$ cat src/rtl/wksnd_pkg.sv
`default_nettype none

package wksnd_pkg;

    localparam int KeyW      = 12;
    localparam int MaskW     = 13;
    localparam int NoteW     = 9;
    localparam int OffsetW   = 7;
    localparam int BaseW     = 7;
    localparam int InDataW   = 16;
    localparam int OutDataW  = 40;

    localparam int RepeatDelayDefault = 15;
    localparam logic [BaseW-1:0] BaseNoteReset = 7'd61;
    localparam logic signed [NoteW-1:0] NoteBias = 9'sd13;

    localparam int KeyLowC    = 0;
    localparam int KeyEb      = 1;
    localparam int KeyD       = 2;
    localparam int KeyE       = 3;
    localparam int KeyF       = 4;
    localparam int KeyLowCs   = 5;
    localparam int KeyGs      = 6;
    localparam int KeyG       = 7;
    localparam int KeyA       = 8;
    localparam int KeyB       = 9;
    localparam int KeyOctUp   = 10;
    localparam int KeyOctDown = 11;

    localparam int MaskOctDown = 10;
    localparam int MaskOctUp   = 11;
    localparam int MaskMenu    = 12;

    typedef logic signed [OffsetW-1:0] t_offset;

    typedef struct packed {
        logic [MaskW-1:0] pressed;
        logic [MaskW-1:0] push;
        logic             bend;
    } t_scan_res;

endpackage

`default_nettype wire

$ cat src/rtl/wksnd_finger.sv
`default_nettype none

module wksnd_finger
    import wksnd_pkg::*;
(
    input  wire logic [KeyW-1:0] i_down,
    output t_offset              o_offset
);

    logic c, eb, d, e, f, cs, gs, b, up, dn;
    logic [2:0] top;
    t_offset base_n;
    t_offset n;

    assign c   = i_down[KeyLowC];
    assign eb  = i_down[KeyEb];
    assign d   = i_down[KeyD];
    assign e   = i_down[KeyE];
    assign f   = i_down[KeyF];
    assign cs  = i_down[KeyLowCs];
    assign gs  = i_down[KeyGs];
    assign b   = i_down[KeyB];
    assign up  = i_down[KeyOctUp];
    assign dn  = i_down[KeyOctDown];
    assign top = {i_down[KeyG], i_down[KeyA], i_down[KeyB]};

    always_comb begin
        base_n = '0;
        unique case (top)
            3'd7, 3'd6: begin
                priority if (c && d && e && f) begin
                    base_n = eb ? 7'sd2 : 7'sd0;
                end else if (d && e && f) begin
                    base_n = 7'sd2;
                end else if (e && f) begin
                    base_n = 7'sd4;
                end else if (f) begin
                    base_n = 7'sd5 - (c ? 7'sd2 : 7'sd0);
                end else begin
                    base_n = 7'sd7 - (c ? 7'sd2 : 7'sd0) - (e ? 7'sd1 : 7'sd0);
                end
                if (!b) begin
                    base_n = base_n + 7'sd12;
                end
            end
            3'd3: base_n = 7'sd9 - (c ? 7'sd2 : 7'sd0) - (e ? 7'sd1 : 7'sd0)
                           + (f ? 7'sd1 : 7'sd0);
            3'd1: base_n = 7'sd11 - (c ? 7'sd2 : 7'sd0) - (e ? 7'sd1 : 7'sd0)
                           - (f ? 7'sd1 : 7'sd0);
            3'd2: base_n = 7'sd12 - (c ? 7'sd2 : 7'sd0) + (d ? 7'sd2 : 7'sd0)
                           - (e ? 7'sd1 : 7'sd0) - (f ? 7'sd1 : 7'sd0);
            3'd4: base_n = 7'sd20 - (c ? 7'sd2 : 7'sd0) + (d ? 7'sd2 : 7'sd0)
                           - (e ? 7'sd1 : 7'sd0) - (f ? 7'sd1 : 7'sd0);
            3'd5: base_n = 7'sd10 - (c ? 7'sd2 : 7'sd0) + (d ? 7'sd2 : 7'sd0)
                           - (e ? 7'sd1 : 7'sd0) - (f ? 7'sd1 : 7'sd0);
            default: base_n = 7'sd13 + (d ? 7'sd2 : 7'sd0) - (e ? 7'sd1 : 7'sd0)
                              - (f ? 7'sd1 : 7'sd0);
        endcase
    end

    always_comb begin
        n = base_n;
        if (eb && !c) begin
            n = n + 7'sd1;
        end
        if (gs) begin
            n = n + 7'sd1;
        end
        if (cs) begin
            n = n - 7'sd1;
        end
        if (up) begin
            n = n + 7'sd12;
        end else if (dn) begin
            n = n - 7'sd12;
        end
    end

    assign o_offset = n;

endmodule

`default_nettype wire

$ cat src/rtl/wksnd_scan.sv
`default_nettype none

module wksnd_scan
    import wksnd_pkg::*;
#(
    parameter int REPEAT_DELAY = RepeatDelayDefault
) (
    input  wire logic            i_clk,
    input  wire logic            i_rst_n,
    input  wire logic            i_take,
    input  wire logic [KeyW-1:0] i_down,
    input  wire logic            i_menu_down,
    input  wire logic            i_repeat_enable,
    output t_scan_res            o_res
);

    localparam int CountW = $clog2(REPEAT_DELAY + 3);
    localparam logic [CountW:0] DelayVal = (CountW + 1)'(REPEAT_DELAY);
    localparam logic [CountW:0] WrapTop  = (CountW + 1)'(REPEAT_DELAY + 2);
    localparam logic [CountW:0] WrapLow  = (CountW + 1)'(REPEAT_DELAY + 1);

    logic [MaskW-1:0]  r_prev_mask, n_prev_mask;
    logic [CountW-1:0] r_count, n_count;
    logic [MaskW-1:0]  mask;
    logic [CountW:0]   step;
    logic              held;

    assign mask = {i_menu_down, i_down[KeyOctUp], i_down[KeyOctDown], i_down[KeyB:KeyLowC]};
    assign held = i_repeat_enable && (mask != '0) && (mask == r_prev_mask);

    always_comb begin
        step = {1'b0, r_count} + 1'b1;
        if (step > WrapTop) begin
            step = WrapLow;
        end
        o_res.pressed = mask;
        o_res.push    = mask & ~r_prev_mask;
        o_res.bend    = i_down[KeyLowC] & i_down[KeyEb];
        n_count       = '0;
        n_prev_mask   = mask;
        if (held) begin
            n_count = step[CountW-1:0];
            if (step > DelayVal && !step[0]) begin
                o_res.push = mask;
            end
        end
    end

    always_ff @(posedge i_clk) begin
        if (!i_rst_n) begin
            r_prev_mask <= '0;
            r_count     <= '0;
        end else if (i_take) begin
            r_prev_mask <= n_prev_mask;
            r_count     <= n_count;
        end
    end

endmodule

`default_nettype wire

$ cat src/rtl/wind_key_scan_note_decode_core.sv
`default_nettype none

// Key scanner and fingering decoder for a wind controller. Each input beat is
// one scan tick and yields exactly one registered output beat in the cycle after
// it is taken; a new beat is accepted in every cycle while the output register
// is free or being emptied, so the block sustains one tick per cycle. The push
// mask comes from the edge and repeat registers, and the note is base_note
// minus thirteen plus the fingering offset. base_note may be written at any
// time the block is idle and takes effect from the next beat.

module wind_key_scan_note_decode_core
    import wksnd_pkg::*;
#(
    parameter int REPEAT_DELAY = RepeatDelayDefault
) (
    input  wire logic                i_clk,
    input  wire logic                i_rst_n,
    input  wire logic                i_s_tvalid,
    output logic                     o_s_tready,
    // raw_keys, menu_key, repeat_enable
    input  wire logic [InDataW-1:0]  i_s_tdata,
    output logic                     o_m_tvalid,
    input  wire logic                i_m_tready,
    // pressed_mask, push_mask, note_number, bend_keys
    output logic [OutDataW-1:0]      o_m_tdata,
    input  wire logic                i_cfg_valid,
    output logic                     o_cfg_ready,
    input  wire logic [BaseW-1:0]    i_cfg_data
);

    logic [BaseW-1:0]         r_base_note;
    logic                     r_out_valid;
    logic [MaskW-1:0]         r_pressed, r_push;
    logic signed [NoteW-1:0]  r_note, n_note;
    logic                     r_bend;
    logic                     take;
    logic [KeyW-1:0]          down;
    t_offset                  offset;
    t_scan_res                scan_res;

    assign o_s_tready  = !r_out_valid || i_m_tready;
    assign take        = i_s_tvalid && o_s_tready;
    assign o_cfg_ready = 1'b1;
    assign down        = ~i_s_tdata[KeyW-1:0];

    wksnd_scan #(
        .REPEAT_DELAY(REPEAT_DELAY)
    ) u_scan (
        .i_clk          (i_clk),
        .i_rst_n        (i_rst_n),
        .i_take         (take),
        .i_down         (down),
        .i_menu_down    (!i_s_tdata[KeyW]),
        .i_repeat_enable(i_s_tdata[KeyW+1]),
        .o_res          (scan_res)
    );

    wksnd_finger u_finger (
        .i_down  (down),
        .o_offset(offset)
    );

    assign n_note = $signed({2'b00, r_base_note}) - NoteBias
                    + NoteW'(offset);

    always_ff @(posedge i_clk) begin
        if (!i_rst_n) begin
            r_base_note <= BaseNoteReset;
            r_out_valid <= 1'b0;
        end else begin
            if (i_cfg_valid) begin
                r_base_note <= i_cfg_data;
            end
            if (o_s_tready) begin
                r_out_valid <= i_s_tvalid;
            end
        end
    end

    always_ff @(posedge i_clk) begin
        if (take) begin
            r_pressed <= scan_res.pressed;
            r_push    <= scan_res.push;
            r_note    <= n_note;
            r_bend    <= scan_res.bend;
        end
    end

    assign o_m_tvalid = r_out_valid;
    assign o_m_tdata  = {4'b0000, r_bend, r_note, r_push, r_pressed};

    a_accept_gives_result: assert property (
        @(posedge i_clk) disable iff (!i_rst_n)
        take |=> o_m_tvalid
    ) else $error("accepted beat produced no result");

    a_push_within_pressed: assert property (
        @(posedge i_clk) disable iff (!i_rst_n)
        o_m_tvalid |-> ((r_push & ~r_pressed) == '0)
    ) else $error("push mask holds a key that is not pressed");

    a_bend_needs_keys: assert property (
        @(posedge i_clk) disable iff (!i_rst_n)
        (o_m_tvalid && r_bend) |-> (r_pressed[KeyLowC] && r_pressed[KeyEb])
    ) else $error("bend flag without low C and Eb pressed");

    a_stall_holds_result: assert property (
        @(posedge i_clk) disable iff (!i_rst_n)
        (o_m_tvalid && !i_m_tready) |=> (o_m_tvalid && $stable(o_m_tdata))
    ) else $error("result changed while stalled");

endmodule

`default_nettype wire
$ cat config.mk
export PLATFORM = sky130hd
export DESIGN_NAME = wind_key_scan_note_decode_core
export DESIGN_NICKNAME = d
export VERILOG_FILES = /design/src/rtl/wksnd_pkg.sv /design/src/rtl/wksnd_finger.sv /design/src/rtl/wksnd_scan.sv /design/src/rtl/wind_key_scan_note_decode_core.sv
export SDC_FILE = /design/constraint.sdc
export NUM_CORES = 1
export LEC_CHECK = 0
export BUFFER_PORTS_ARGS = -buffer_cell sky130_fd_sc_hd__buf_2
export CAP_MARGIN = 20
export CORE_MARGIN = 4
export CORE_UTILIZATION = 58
export CTS_CLUSTER_SIZE = 25
export DETAILED_ROUTE_END_ITERATION = 7
export HOLD_SLACK_MARGIN = 0.12
export PLACE_DENSITY = 0.88
export SLEW_MARGIN = 20
export SYNTH_ARGS = -nofsm -noshare
export SYNTH_HDL_FRONTEND = slang
export SYNTH_SLANG_ARGS = --single-unit
$ cat constraint.sdc
create_clock -name i_clk -period 9.1 [get_ports i_clk]
set_clock_uncertainty 0.2 [all_clocks]
set_input_delay 0 -clock i_clk [delete_from_list [all_inputs] [get_ports i_clk]]
set_output_delay 0 -clock i_clk [all_outputs]
set_load 0.05 [all_outputs]
==> metrics <==
status=finished with violations; failing checks=DRC; Clk network pwr share=0.274; cell mode on critical path=ha_1; Logic pwr share=0.394; CTS tree=done; Die Span Y=97.8 µm; Critical Path End Type=register; Clock Latency Late Sink=360 ps; Top Family by Delay on Critical Path=simple AND/OR/NAND/NOR gates; Tmin final=around 9000 ps; H-tree lvl count=3; TritonRoute pass-1 iters=8; Sw Pwr=0.414 mW; via count=4247; NumNets Final=672; # clock sinks=62; RSZ-0062 raised after global routing=no; critical path class=in2reg; Root Driver=clkbuf_8; main flop type after synthesis=edfxtp_1; Finish-stage setup viols=0; Sequential Power Share=0.332; HPWL after DPL=7.91 mm; clk buf depth=2; setup TNS=0 ps; Tot GR Track Use=0.279; Cell Pwr Density=187 nW/µm²; die area=approximately 9600 µm²; Die Wd=around 98 µm; Synth cell types=69; crit path buf inv count=6; ant diodes=0; Post-DRT Antenna Nets=0; f_max=~110 MHz; Switching Fraction=0.395; Tcrit/Tclk final=0.963; CTS Buf Count=9; CP startpoint kind=input port; Worst-Margin Slew=about 960 ps; DRC violations left=2; Max FO, Critical Path=10; Hold Crit Class=reg2reg; FF+latch count, synth=62; Top Ports=just over 70; Site Rows=32; Async SR Flop Fraction=0; Crit path arrival time=8680 ps; antenna violations before repair=0; worst endpoint required time=between 9000 and 10000 ps; layout cells sized above 1=0.163; LEAKAGE=2.59 nW; Critical-path top delay cell=ha_1; first-pass GRT wire length=around 21 mm; internal power=between 0.6 and 0.7 mW; synth warn=0; Overflow after GRT=0; Syn Area/Cell=9.32 µm²; Worst-path clk slew=100 ps; hold_ws=~300 ps; post-CTS sizing=0; max-cap violations=0; CP max stage delay=roughly 530 ps; Gate Count Post-Synth=502; Routability Congestion=0.916; Seq/Total Area, Yosys=0.342; largest net degree at the start of global routing=65; Wirelength per Cell=roughly 19 µm; vias in the first global route=4289; Max Slew Vio Count=0; final hold violation count=0; Layout area overhead=19.5%; Final Core Density=0.720; Worst slew margin=0.357; Initial Util=0.602; final non-filler cell total=697; synthesized area=4680 µm²; Post-synth EDFFs=36; via density per instance=6.09; Max VDD drop=around 0.11 mV; # placed instances=approximately 640; final WL=13.2 mm; Port Buffer Count=63; Placeable Area=7770 µm²; DRT iter0 DRCs=592
==> cell usage after synthesis, drive strengths merged, types with 12 or more instances <==
library cell,count,share of area
nor2,25,0.020
ha,51,0.14
clkbuf,12,0.0096
dfxtp,26,0.11
nand2,56,0.045
o21ai,21,0.022
xnor2,22,0.041
mux2i,12,0.026
buf,17,0.025
inv,60,0.048
edfxtp,36,0.23
o211a,16,0.034
a21oi,16,0.017
==> through the flow <==
step	area, µm²	power [mW]	setup WS, ps
final	5590	1.05	339
after CTS	5590	1.02	853
after global routing	5590	1.09	39.7
after floorplan	4690	0.647	2520
after detailed placement	4980	0.721	1230
after global placement	4980	0.704	1630
==> power groups by stage <==
stage                     clock network (mW)  logic (mW)  registers, mW
after CTS                              0.278       0.392          0.346
final                                  0.286       0.413          0.347
after global placement                     0       0.353          0.351
after floorplan                            0       0.217          0.431
after detailed placement                   0       0.369          0.352
after global routing                   0.303       0.440          0.350
==> state kept, by name, indices dropped and copies added, names as in the netlist <==
name,flops
r_note,9
u_scan.r_count,5
r_push,13
r_base_note,7
u_scan.r_prev_mask,13
r_bend,1
o_m_tvalid,1
r_pressed,13
==> layer usage <==
| metal | GRT usage | share of wire |
|---|---|---|
| met1 | 0.312 | 0.36 |
| met2 | 0.487 | 0.50 |
| met3 | 0.0543 | 0.076 |
| met4 | 0.173 | 0.064 |
| met5 | 0 | 0 |
==> what timing repair did <==
item	in CTS	in global routing
endpoints found under the hold margin	53	0
buffers inserted	0	0
hold buffers	39	0
==> cell usage in the layout, fill, tap and decap left out, drive strengths merged, types with 5 or more instances in the layout <==
cell type,netlist,layout
nand2,56,56
and2,5,5
xor2,7,7
nand2b,9,9
o21ai,21,21
inv,60,60
nor2b,9,9
nand3,9,9
a21boi,6,6
edfxtp,36,36
a21oi,16,16
o32ai,5,5
a211oi,5,5
nand4,9,9
o211a,16,16
mux2i,12,12
ha,51,51
xnor2,22,22
nor2,25,25
buf,17,64
conb,2,5
clkbuf,12,9
dfxtp,26,26
dlygate4sd3,0,39
==> cell families after synthesis <==
| group | count (synthesis) | share of synthesized area |
|---|---|---|
| compound gates | 101 | 0.166 |
| xor+xnor | 30 | 0.0647 |
| fa+ha+maj | 54 | 0.149 |
| buf+inv | 89 | 0.0827 |
| flops | 62 | 0.342 |
| mux | 13 | 0.0289 |
| other cells | 2 | 0.00161 |
| simple gates | 151 | 0.164 |
==> path summary, 6_finish.rpt <==
| check | start | end | slack (ps) | depth (start not counted) |
|---|---|---|---|---|
| setup / recovery | i_s_tdata[3] | r_note[8]$_DFFE_PP_ | 340 | 34 |
| hold / removal | u_scan.r_prev_mask[3]$_SDFFE_PN0P_ | u_scan.r_prev_mask[3]$_SDFFE_PN0P_ | 300 | 1 |
| setup reg to reg | r_base_note[0]$_SDFFE_PN1P_ | r_note[8]$_DFFE_PP_ | 5320 | 13 |
| hold reg to reg | u_scan.r_prev_mask[3]$_SDFFE_PN0P_ | u_scan.r_prev_mask[3]$_SDFFE_PN0P_ | 300 | 1 |
==> area by class of cell <==
class	count	area (µm²)
Sequential cell	62	1600
Clock inverter	7	97.6
Timing Repair Buffer	103	713
Clock buffer	9	124
Inverter	60	226
Multi-Input combinational cell	354	2700
Tap cell	102	128
Fill cell	492	2180
Power figures use the tool's default switching activity.
